--- src/msm_pkg.sv ---
// shared types, field widths and codes for the magic signature matcher
package msm_pkg;

  // default sizing handed to the top level
  localparam int MSM_MAX_FORMATS      = 8;
  localparam int MSM_MAX_ALTERNATIVES = 4;
  localparam int MSM_MAX_SPAN         = 16;

  // fixed field widths
  localparam int MODE_W   = 3;
  localparam int SLOT_W   = 3;
  localparam int ALT_W    = 2;
  localparam int POS_W    = 4;
  localparam int BYTE_W   = 8;
  localparam int WOFF_W   = 4;
  localparam int WLEN_W   = 5;
  localparam int WCNT_W   = 3;
  localparam int STATUS_W = 2;
  localparam int FMT_ID_W = 3;
  localparam int FIU_W    = 4;

  typedef enum logic [MODE_W-1:0] {
    MODE_LOAD_DESC = 3'd0,
    MODE_LOAD_SIG  = 3'd1,
    MODE_START     = 3'd2,
    MODE_DATA      = 3'd3,
    MODE_END       = 3'd4
  } mode_t;

  typedef enum logic [STATUS_W-1:0] {
    STATUS_RECOGNISED = 2'd0,
    STATUS_UNKNOWN    = 2'd1,
    STATUS_ENDED      = 2'd2
  } status_t;

  typedef struct packed {
    logic [MODE_W-1:0] mode;
    logic [SLOT_W-1:0] format_slot;
    logic [ALT_W-1:0]  alternative;
    logic [POS_W-1:0]  window_position;
    logic [BYTE_W-1:0] byte_value;
    logic [WOFF_W-1:0] window_offset;
    logic [WLEN_W-1:0] window_length;
    logic [WCNT_W-1:0] alternative_count;
  } item_t;

  typedef struct packed {
    status_t               status;
    logic [FMT_ID_W-1:0]   matched_format;
  } result_t;

endpackage

--- src/msm_if.sv ---
// handshake channels for input items and result beats
interface msm_item_if;
  import msm_pkg::*;

  logic                valid;
  logic                ready;
  logic [MODE_W-1:0]   mode;
  logic [SLOT_W-1:0]   format_slot;
  logic [ALT_W-1:0]    alternative;
  logic [POS_W-1:0]    window_position;
  logic [BYTE_W-1:0]   byte_value;
  logic [WOFF_W-1:0]   window_offset;
  logic [WLEN_W-1:0]   window_length;
  logic [WCNT_W-1:0]   alternative_count;

  modport source (
    output valid, mode, format_slot, alternative, window_position, byte_value,
           window_offset, window_length, alternative_count,
    input  ready
  );
  modport sink (
    input  valid, mode, format_slot, alternative, window_position, byte_value,
           window_offset, window_length, alternative_count,
    output ready
  );
endinterface

interface msm_result_if;
  import msm_pkg::*;

  logic                valid;
  logic                ready;
  logic [STATUS_W-1:0] status;
  logic [FMT_ID_W-1:0] matched_format;

  modport source (output valid, status, matched_format, input ready);
  modport sink   (input valid, status, matched_format, output ready);
endinterface

--- src/magic_signature_matcher.sv ---
// top level: channels, formats register and the result output register
// Recognises a file's format from its leading bytes against up to MAX_FORMATS
// loaded descriptors, each with up to MAX_ALTERNATIVES signatures held in one
// signature ram. Descriptor loads, signature loads, file start, ignored modes
// and bytes after a decision are taken in the idle state and leave it there; an
// end of input on an undecided file goes to the result state to offer its beat.
// A data byte is accepted, then the sequencer takes a format step for each format
// in use and, when the byte falls inside that format's window, a compare step
// for each of its alternatives, and a result step when the byte gives a result.
// The walk is bounded by the single read port of the signature ram, which the
// sequencer walks one alternative per cycle. The result sits in an output
// register, so the next item is taken while a finished beat waits downstream.
module magic_signature_matcher #(
  parameter int MAX_FORMATS      = msm_pkg::MSM_MAX_FORMATS,
  parameter int MAX_ALTERNATIVES = msm_pkg::MSM_MAX_ALTERNATIVES,
  parameter int MAX_SPAN         = msm_pkg::MSM_MAX_SPAN
) (
  input  logic                      clk,
  input  logic                      rst,
  input  logic                      cfg_wr_en,
  input  logic [msm_pkg::FIU_W-1:0] cfg_wr_data,
  msm_item_if.sink                  item,
  msm_result_if.source              result
);
  import msm_pkg::*;

  logic [FIU_W-1:0] formats_in_use;
  item_t            item_data;
  result_t          res;
  logic             core_idle, res_valid, res_ack, item_accept;

  always_ff @(posedge clk) begin
    if (rst) begin
      formats_in_use <= FIU_W'(1);
    end else if (cfg_wr_en) begin
      formats_in_use <= cfg_wr_data;
    end
  end

  assign item.ready  = core_idle;
  assign item_accept = item.valid && core_idle;

  assign item_data.mode              = item.mode;
  assign item_data.format_slot       = item.format_slot;
  assign item_data.alternative       = item.alternative;
  assign item_data.window_position   = item.window_position;
  assign item_data.byte_value        = item.byte_value;
  assign item_data.window_offset     = item.window_offset;
  assign item_data.window_length     = item.window_length;
  assign item_data.alternative_count = item.alternative_count;

  msm_core #(
    .MAX_FORMATS      (MAX_FORMATS),
    .MAX_ALTERNATIVES (MAX_ALTERNATIVES),
    .MAX_SPAN         (MAX_SPAN)
  ) u_core (
    .clk            (clk),
    .rst            (rst),
    .item_accept    (item_accept),
    .item           (item_data),
    .formats_in_use (formats_in_use),
    .idle           (core_idle),
    .res_valid      (res_valid),
    .res            (res),
    .res_ack        (res_ack)
  );

  // output register: load when empty or being drained this cycle
  assign res_ack = res_valid && (!result.valid || result.ready);

  always_ff @(posedge clk) begin
    if (rst) begin
      result.valid <= 1'b0;
    end else if (res_ack) begin
      result.valid <= 1'b1;
    end else if (result.ready) begin
      result.valid <= 1'b0;
    end
  end

  always_ff @(posedge clk) begin
    if (res_ack) begin
      result.status         <= res.status;
      result.matched_format <= res.matched_format;
    end
  end

endmodule

--- src/msm_ram.sv ---
// generic simple dual-port ram with registered read
module msm_ram #(
  parameter int WIDTH = 8,
  parameter int DEPTH = 512
) (
  input  logic                     clk,
  input  logic                     we,
  input  logic [$clog2(DEPTH)-1:0] waddr,
  input  logic [WIDTH-1:0]         wdata,
  input  logic [$clog2(DEPTH)-1:0] raddr,
  output logic [WIDTH-1:0]         rdata
);
  logic [WIDTH-1:0] mem [DEPTH];

  always_ff @(posedge clk) begin
    if (we) begin
      mem[waddr] <= wdata;
    end
    rdata <= mem[raddr];
  end
endmodule

--- src/msm_core.sv ---
// descriptor table, signature store and the sequencer that walks formats and alternatives
module msm_core #(
  parameter int MAX_FORMATS      = msm_pkg::MSM_MAX_FORMATS,
  parameter int MAX_ALTERNATIVES = msm_pkg::MSM_MAX_ALTERNATIVES,
  parameter int MAX_SPAN         = msm_pkg::MSM_MAX_SPAN
) (
  input  logic                         clk,
  input  logic                         rst,
  input  logic                         item_accept,
  input  msm_pkg::item_t               item,
  input  logic [msm_pkg::FIU_W-1:0]    formats_in_use,
  output logic                         idle,
  output logic                         res_valid,
  output msm_pkg::result_t             res,
  input  logic                         res_ack
);
  import msm_pkg::*;

  localparam int FMT_W  = (MAX_FORMATS > 1) ? $clog2(MAX_FORMATS) : 1;
  localparam int NUM_W  = $clog2(MAX_FORMATS + 1);
  localparam int OFF_W  = $clog2(MAX_SPAN);
  localparam int LEN_W  = $clog2(MAX_SPAN + 1);
  localparam int SUM_W  = LEN_W + 1;
  localparam int CNT_W  = $clog2(MAX_ALTERNATIVES + 1);
  localparam int DEPTH  = MAX_FORMATS * MAX_ALTERNATIVES * MAX_SPAN;
  localparam int ADDR_W = $clog2(DEPTH);

  typedef enum logic [3:0] {
    S_IDLE = 4'b0001,
    S_FMT  = 4'b0010,
    S_ALT  = 4'b0100,
    S_EMIT = 4'b1000
  } state_t;

  state_t                 state;
  logic                   decided;
  logic [LEN_W-1:0]       byte_counter;
  logic [MAX_FORMATS-1:0] still_matching;
  logic [NUM_W-1:0]       j;
  logic [CNT_W-1:0]       k;
  logic                   hit_acc;
  logic [SUM_W-1:0]       span_acc;
  logic [BYTE_W-1:0]      data_byte;

  logic [OFF_W-1:0] desc_off [MAX_FORMATS];
  logic [LEN_W-1:0] desc_len [MAX_FORMATS];
  logic [CNT_W-1:0] desc_cnt [MAX_FORMATS];

  // descriptor load with window clipping
  logic [31:0] w_off, w_len, w_cnt;
  logic        desc_we;

  always_comb begin
    w_off = 32'(item.window_offset);
    if (w_off > 32'(MAX_SPAN) - 32'd1) w_off = 32'(MAX_SPAN) - 32'd1;
    w_len = 32'(item.window_length);
    if (w_len < 32'd1) w_len = 32'd1;
    if (w_len > 32'(MAX_SPAN) - w_off) w_len = 32'(MAX_SPAN) - w_off;
    w_cnt = 32'(item.alternative_count);
    if (w_cnt > 32'(MAX_ALTERNATIVES)) w_cnt = 32'(MAX_ALTERNATIVES);
  end

  assign desc_we = item_accept && (item.mode == MODE_LOAD_DESC) &&
                   (32'(item.format_slot) < 32'(MAX_FORMATS));

  always_ff @(posedge clk) begin
    if (desc_we) begin
      desc_off[FMT_W'(item.format_slot)] <= OFF_W'(w_off);
      desc_len[FMT_W'(item.format_slot)] <= LEN_W'(w_len);
      desc_cnt[FMT_W'(item.format_slot)] <= CNT_W'(w_cnt);
    end
  end

  // signature store
  logic              sig_we;
  logic [ADDR_W-1:0] sig_waddr, sig_raddr;
  logic [BYTE_W-1:0] sig_rdata;

  assign sig_we = item_accept && (item.mode == MODE_LOAD_SIG) &&
                  (32'(item.format_slot) < 32'(MAX_FORMATS)) &&
                  (32'(item.alternative) < 32'(MAX_ALTERNATIVES)) &&
                  (32'(item.window_position) < 32'(MAX_SPAN));
  assign sig_waddr = ADDR_W'((32'(item.format_slot) * 32'(MAX_ALTERNATIVES) +
                              32'(item.alternative)) * 32'(MAX_SPAN) +
                             32'(item.window_position));

  msm_ram #(.WIDTH(BYTE_W), .DEPTH(DEPTH)) u_sig_ram (
    .clk   (clk),
    .we    (sig_we),
    .waddr (sig_waddr),
    .wdata (item.byte_value),
    .raddr (sig_raddr),
    .rdata (sig_rdata)
  );

  // per-format evaluation
  logic [NUM_W-1:0] n_act;
  logic [FMT_W-1:0] jx;
  logic [OFF_W-1:0] cur_off;
  logic [CNT_W-1:0] cur_cnt;
  logic [SUM_W-1:0] cur_end, ctr_ext, ctr_inc, span_now;
  logic [OFF_W-1:0] rel_pos;
  logic [CNT_W-1:0] k_sel;
  logic             in_win, hit_now, last_alt, fin, miss, keep, closes, last_fmt;

  always_comb begin
    if (formats_in_use == '0) begin
      n_act = NUM_W'(1);
    end else if (32'(formats_in_use) > 32'(MAX_FORMATS)) begin
      n_act = NUM_W'(MAX_FORMATS);
    end else begin
      n_act = NUM_W'(formats_in_use);
    end
  end

  assign jx       = j[FMT_W-1:0];
  assign cur_off  = desc_off[jx];
  assign cur_cnt  = desc_cnt[jx];
  assign cur_end  = SUM_W'(cur_off) + SUM_W'(desc_len[jx]);
  assign ctr_ext  = SUM_W'(byte_counter);
  assign ctr_inc  = ctr_ext + SUM_W'(1);
  assign in_win   = (ctr_ext >= SUM_W'(cur_off)) && (ctr_ext < cur_end);
  assign rel_pos  = OFF_W'(ctr_ext - SUM_W'(cur_off));
  assign span_now = (cur_end > span_acc) ? cur_end : span_acc;

  // alternative 0 is fetched from the format step, the next one while comparing
  assign k_sel     = (state == S_ALT) ? k + CNT_W'(1) : '0;
  assign sig_raddr = ADDR_W'((32'(jx) * 32'(MAX_ALTERNATIVES) + 32'(k_sel)) *
                             32'(MAX_SPAN) + 32'(rel_pos));

  assign hit_now  = hit_acc || (sig_rdata == data_byte);
  assign last_alt = (32'(k) + 32'd1) >= 32'(cur_cnt);

  always_comb begin
    fin  = 1'b0;
    miss = 1'b0;
    unique case (state)
      S_FMT: begin
        fin  = !(in_win && (cur_cnt != '0));
        miss = in_win;
      end
      S_ALT: begin
        fin  = last_alt;
        miss = !hit_now;
      end
      default: begin
        fin  = 1'b0;
        miss = 1'b0;
      end
    endcase
  end

  assign keep     = still_matching[jx] && !miss;
  assign closes   = (ctr_inc == cur_end) && keep;
  assign last_fmt = (32'(j) + 32'd1) == 32'(n_act);

  assign idle      = (state == S_IDLE);
  assign res_valid = (state == S_EMIT);

  always_ff @(posedge clk) begin
    if (rst) begin
      state          <= S_IDLE;
      decided        <= 1'b1;
      byte_counter   <= '0;
      still_matching <= '1;
    end else begin
      unique case (state)
        S_IDLE: begin
          if (item_accept) begin
            unique case (item.mode)
              MODE_START: begin
                byte_counter   <= '0;
                still_matching <= '1;
                decided        <= 1'b0;
              end
              MODE_DATA: begin
                if (!decided) begin
                  j         <= '0;
                  span_acc  <= '0;
                  data_byte <= item.byte_value;
                  state     <= S_FMT;
                end
              end
              MODE_END: begin
                if (!decided) begin
                  decided            <= 1'b1;
                  res.status         <= STATUS_ENDED;
                  res.matched_format <= '0;
                  state              <= S_EMIT;
                end
              end
              default: begin
              end
            endcase
          end
        end
        S_FMT, S_ALT: begin
          if (state == S_FMT) begin
            span_acc <= span_now;
          end
          if (fin) begin
            still_matching[jx] <= keep;
            hit_acc            <= 1'b0;
            if (closes) begin
              decided            <= 1'b1;
              res.status         <= STATUS_RECOGNISED;
              res.matched_format <= FMT_ID_W'(j);
              state              <= S_EMIT;
            end else if (last_fmt) begin
              byte_counter <= LEN_W'(ctr_inc);
              if (ctr_inc >= span_now) begin
                decided            <= 1'b1;
                res.status         <= STATUS_UNKNOWN;
                res.matched_format <= '0;
                state              <= S_EMIT;
              end else begin
                state <= S_IDLE;
              end
            end else begin
              j     <= j + NUM_W'(1);
              state <= S_FMT;
            end
          end else if (state == S_FMT) begin
            k       <= '0;
            hit_acc <= 1'b0;
            state   <= S_ALT;
          end else begin
            k       <= k + CNT_W'(1);
            hit_acc <= hit_now;
          end
        end
        S_EMIT: begin
          if (res_ack) begin
            state <= S_IDLE;
          end
        end
        default: begin
          state <= S_IDLE;
        end
      endcase
    end
  end

`ifndef SYNTHESIS
  // the alternative walk stays inside the format's alternative count
  a_alt_in_range: assert property (@(posedge clk) disable iff (rst)
    (state == S_ALT) |-> (32'(k) < 32'(cur_cnt)))
    else $error("alternative index beyond descriptor count");

  // the format walk stays inside the formats in use
  a_fmt_in_range: assert property (@(posedge clk) disable iff (rst)
    (state == S_FMT || state == S_ALT) |-> (32'(j) < 32'(n_act)))
    else $error("format index beyond formats in use");

  // any report leaves the file decided
  a_report_decides: assert property (@(posedge clk) disable iff (rst)
    (state == S_EMIT) |-> decided)
    else $error("result pending while file still undecided");

  // an undecided data byte starts the format walk
  a_data_starts_walk: assert property (@(posedge clk) disable iff (rst)
    (item_accept && (item.mode == MODE_DATA) && !decided) |=> (state == S_FMT))
    else $error("data byte did not start the format walk");
`endif

endmodule
--- src/flat_wrapper.sv ---
// flat-port wrapper written by rule: the top's interface ports become plain ports
module magic_signature_matcher_flat import msm_pkg::*;
#(
  parameter int MAX_FORMATS      = msm_pkg::MSM_MAX_FORMATS,
  parameter int MAX_ALTERNATIVES = msm_pkg::MSM_MAX_ALTERNATIVES,
  parameter int MAX_SPAN         = msm_pkg::MSM_MAX_SPAN
)
  (clk, rst, cfg_wr_en, cfg_wr_data, item_valid, item_mode, item_format_slot, item_alternative, item_window_position, item_byte_value, item_window_offset, item_window_length, item_alternative_count, item_ready, result_valid, result_status, result_matched_format, result_ready);
  msm_item_if item_i ();
  msm_result_if result_i ();
  input  logic clk;
  input  logic rst;
  input  logic cfg_wr_en;
  input  logic [msm_pkg::FIU_W-1:0] cfg_wr_data;
  input wire logic [$bits(item_i.valid)-1:0] item_valid;
  input wire logic [$bits(item_i.mode)-1:0] item_mode;
  input wire logic [$bits(item_i.format_slot)-1:0] item_format_slot;
  input wire logic [$bits(item_i.alternative)-1:0] item_alternative;
  input wire logic [$bits(item_i.window_position)-1:0] item_window_position;
  input wire logic [$bits(item_i.byte_value)-1:0] item_byte_value;
  input wire logic [$bits(item_i.window_offset)-1:0] item_window_offset;
  input wire logic [$bits(item_i.window_length)-1:0] item_window_length;
  input wire logic [$bits(item_i.alternative_count)-1:0] item_alternative_count;
  output wire logic [$bits(item_i.ready)-1:0] item_ready;
  output wire logic [$bits(result_i.valid)-1:0] result_valid;
  output wire logic [$bits(result_i.status)-1:0] result_status;
  output wire logic [$bits(result_i.matched_format)-1:0] result_matched_format;
  input wire logic [$bits(result_i.ready)-1:0] result_ready;
  assign item_i.valid = item_valid;
  assign item_i.mode = item_mode;
  assign item_i.format_slot = item_format_slot;
  assign item_i.alternative = item_alternative;
  assign item_i.window_position = item_window_position;
  assign item_i.byte_value = item_byte_value;
  assign item_i.window_offset = item_window_offset;
  assign item_i.window_length = item_window_length;
  assign item_i.alternative_count = item_alternative_count;
  assign item_ready = item_i.ready;
  assign result_valid = result_i.valid;
  assign result_status = result_i.status;
  assign result_matched_format = result_i.matched_format;
  assign result_i.ready = result_ready;
  magic_signature_matcher #(.MAX_FORMATS(MAX_FORMATS), .MAX_ALTERNATIVES(MAX_ALTERNATIVES), .MAX_SPAN(MAX_SPAN)) u_core (.clk(clk), .rst(rst), .cfg_wr_en(cfg_wr_en), .cfg_wr_data(cfg_wr_data), .item(item_i), .result(result_i));
endmodule
--- config.mk ---
export PLATFORM = sky130hd
export DESIGN_NAME = magic_signature_matcher_flat
export DESIGN_NICKNAME = d
export VERILOG_FILES = /design/src/msm_pkg.sv /design/src/msm_if.sv /design/src/magic_signature_matcher.sv /design/src/msm_ram.sv /design/src/msm_core.sv /design/src/flat_wrapper.sv
export SDC_FILE = /design/constraint.sdc
export NUM_CORES = 2
export LEC_CHECK = 0
export BUFFER_PORTS_ARGS = -buffer_cell sky130_fd_sc_hd__buf_2
export CAP_MARGIN = 20
export CORE_AREA = 2 2 613 615
export DETAILED_ROUTE_END_ITERATION = 8
export DIE_AREA = 0 0 615 617
export REMOVE_ABC_BUFFERS = 1
export SLEW_MARGIN = 5
export SYNTH_ARGS = -nofsm -noshare
export SYNTH_HDL_FRONTEND = slang
export SYNTH_MEMORY_MAX_BITS = 65536
export SYNTH_SLANG_ARGS = --single-unit
--- constraint.sdc ---
create_clock -name clk -period 19 [get_ports clk]
set_input_delay 3.8 -clock clk [delete_from_list [all_inputs] [get_ports clk]]
set_output_delay 3.8 -clock clk [all_outputs]
set_load 0.01 [all_outputs]
==> summary.txt <==
Critical path
  • Critical Path AT: 9120 ps
  • R2R Path End: u_core.u_core.u_sig_ram.rdata[2]
  • Most used cell, CP: buf_4
  • Crit path required time: 19900 ps
  • Crit Path Category: reg -> reg
  • CP max stage delay: 820 ps
  • R2r setup slk: 10780 ps
  • Critical Path Start Type: register
  • Crit path max fanout: 88
  • Critical path capture point type: register
  • Crit-path cells: buf_4 -> mux4_2 -> mux2_2 -> ha_4 -> buf_4 -> buf_12 -> buf_4 -> buf_4 -> mux4_2 -> nand2_1 -> a32oi_1 -> nand4_1 -> o41ai_2 -> buf_6 -> mux2_2
  • Worst r2r path cells: 15
  • Slowest cell on the critical path: o41ai_2

Global route
  • Largest net degree at the start of global routing: 214
  • Grt total ovfl: 0
  • Total track usage: 0.2340
  • Global-route wire length before repair: 638900 um
  • Initial antenna violation count: 30
  • Vias in the first global route: 83890

Synth
  • Synthesized area: 167000 um^2
  • Yosys warns: 0
  • FF+latch count, synth: 4258
  • Synth cell types: 91
  • Top FF cell, synth: edfxtp_1
  • Post-Syn Instances: 8063
  • Synthesized area per cell: 20.71 um^2
  • Asr flop ratio synth: 0
  • Post-synth EDFFs: 4224
  • Sequential share of the synthesized area: 0.7637

Clock network
  • H-tree levels: 5
  • Hold buffers post-CTS: 0
  • Clk sinks: 4258
  • Cts bufs inserted: 424
  • Post-CTS Setup Repair Bufs: 0
  • CTS resizes: 0
  • CTS Root Cell: clkbuf_16
  • Clock buffer depth: 4
  • Clock transition at path regs: 60 ps
  • Worst-Skew Late Latency: 980 ps
  • CTS tree: built

Timing
  • Final Skew: 52.78 ps
  • RSZ-0062 raised after global routing: false
  • Final-report hold violation count: 0
  • Tcrit/Tclk final: 0.4326
  • Min Tclk post-route: 8220 ps
  • Final setup viols: 0
  • Worst setup margin: 10780 ps
  • Fin. max-slew vios: 0
  • Max-slew headroom: 0.06596
  • Setup TNS: 0 ps
  • Slew at the pin with the worst max-slew slack: 1401 ps
  • Max Freq: 121.7 MHz

Floorplanning
  • Rows: 225
  • Core ar.: 373600 um^2
  • DIE WIDTH: 615 um
  • Io pins: 48
  • Die Height: 617 um
  • Die ar.: 379500 um^2
  • Initial Utilization: 0.4470

Power and ir drop
  • Leakage: 58.03 nW
  • Cell Pwr Density: 102.1 nW/um^2
  • Total Power: 19.08 mW
  • Peak VDD IR: 0.07806 mV

Hold path
  • Hold_sp: u_core.u_core.res[0]
  • Hold-critical path endpoint: u_core.result.matched_format[0]
  • Hold path depth: 0
  • Hold Crit Class: reg -> reg

Placed design
  • IO buf count: 47
  • DP HPWL: 268000 um
  • RePlAce Congestion: 0.8358
  • Setup WS pre-CTS: 10760 ps

Drt
  • Initial DRC count: 11210
  • Routed vias: 83410
  • Drt wl/cell: 32.98 um
  • DRC Markers: 0
  • Final ANT Viol Nets: 0
  • Drt first pass iters: 6
  • WL final: 449800 um
  • Routed vias/inst: 6.116

Layout
  • Most common cell after layout, fill and taps aside: edfxtp_1
  • Area Growth Syn to Fin: 11.96%
  • Final #Nets: 8359
  • Share of layout cells above drive strength 1: 0.2368
  • Most frequent cells in the layout: 4224 x edfxtp_1, 1081 x mux4_2, 614 x nor2_1, 490 x nand2_1, 427 x clkbuf_16

Status
  • Status: completed

Flow run
  • Max Cap Violations: 0
[cells in the mapped netlist, drive strengths merged (15+ instances only)]
cell type	count	area (um^2)
clkbuf	188	705.7
nor2	618	2330
a21oi	79	399.1
inv	43	161.4
nor2b	15	93.84
ha	40	500.5
edfxtp	4224	126800
a211oi	17	127.6
xnor2	19	166.4
dfxtp	34	680.7
o22ai	15	93.84
o21ai	73	372.9
a221oi	15	131.4
mux2i	157	1572
o2111ai	16	140.1
nand2	505	1903
nor4	25	156.4
a31oi	49	306.5
nor3	47	262.8
a32oi	36	315.3
nand3	150	750.7
mux4	1081	24350
buf	283	1924
mux2	23	259.0
a22oi	22	165.2
nand4	31	193.9
and3	49	306.5
[worst max-delay path, delay by kind of cell, from the launching register on]
kind | cells | cell delay, ps
fa+ha+maj | 1 | 700
mux | 4 | 1430
flops | 1 | 310
simple gates | 2 | 470
compound gates | 2 | 1360
buf+inv | 6 | 3540
[cell families (layout without fill, tap and decap cells)]
family | Yosys count | in the layout | share of synthesized area
flops | 4258 | 4258 | 0.7637
simple gates | 1506 | 1506 | 0.03890
mux | 1261 | 1261 | 0.1568
buf+inv | 514 | 1090 | 0.01672
compound gates | 451 | 451 | 0.01896
fa+ha+maj | 42 | 42 | 0.003237
xor+xnor | 31 | 31 | 0.001753
other cells | 0 | 6 | 0
[power breakdown]
| part | switching [mW] | leakage [nW] | total, mW | internal, mW |
|---|---|---|---|---|
| Combinational | 0.276 | 13.0 | 0.352 | 0.0756 |
| Sequential | 0.00149 | 38.2 | 10.3 | 10.3 |
| Clock | 3.59 | 6.79 | 8.40 | 4.82 |
[layout make-up]
cell class / count / area [um^2]
antenna: 6 / 15.01
clock buffer: 499 / 10980
clock inverter: 290 / 2892
fill: 29590 / 186600
inverter: 43 / 161.4
multi-input combinational: 3291 / 37090
sequential: 4258 / 127500
tap: 4994 / 6248
timing repair buffer: 258 / 2051
[worst max path at each step]
stage | startpoint | to | slack (ps) | depth (start not counted)
final | register | u_core.u_core.u_sig_ram.rdata[2] | 10780 | 15
after global routing | register | u_core.u_core.u_sig_ram.rdata[2] | 10230 | 15
after CTS | register | u_core.u_core.u_sig_ram.rdata[2] | 10690 | 15
after detailed placement | register | u_core.u_core.u_sig_ram.rdata[2] | 10760 | 15
after global placement | register | u_core.u_core.u_sig_ram.rdata[2] | 9260 | 14
after floorplan | register | u_core.u_core.u_sig_ram.rdata[0] | -24300 | 11
[through the flow]
step	hold WS [ps]	instance area, um^2	util	cells
floorplan	400.3	164400	-	7592
global placement	411.0	173000	0.4630	12840
detailed placement	416.1	173000	0.4632	12840
CTS	396.0	186900	0.5003	13630
global route	403.7	186900	0.5004	13640
finish	393.4	187000	0.5004	13640
[layer usage]
metal | track usage | wire length, um | up-vias
li1 | - | - | 33750
met1 | 0.3308 | 180500 | 44980
met2 | 0.3776 | 217800 | 3978
met3 | 0.03684 | 36930 | 708
met4 | 0.07030 | 14580 | 8
met5 | 0 | 48 | -
[registers in the layout, summed over array words and instances, names as in the netlist, 2 cells and up, named ones only]
name                           count
u_core.u_core.u_sig_ram.mem     4096
u_core.u_core.j                    4
u_core.u_core.data_byte            8
u_core.u_core.u_sig_ram.rdata      8
u_core.result.matched_format       3
u_core.u_core.desc_len            40
u_core.u_core.k                    3
u_core.u_core.span_acc             6
u_core.result.status               2
u_core.formats_in_use              4
u_core.u_core.still_matching       8
u_core.u_core.desc_cnt            24
u_core.u_core.desc_off            32
u_core.u_core.res                  5
u_core.u_core.state                4
u_core.u_core.byte_counter         5
No activity file was read; power rests on OpenSTA's default activity.
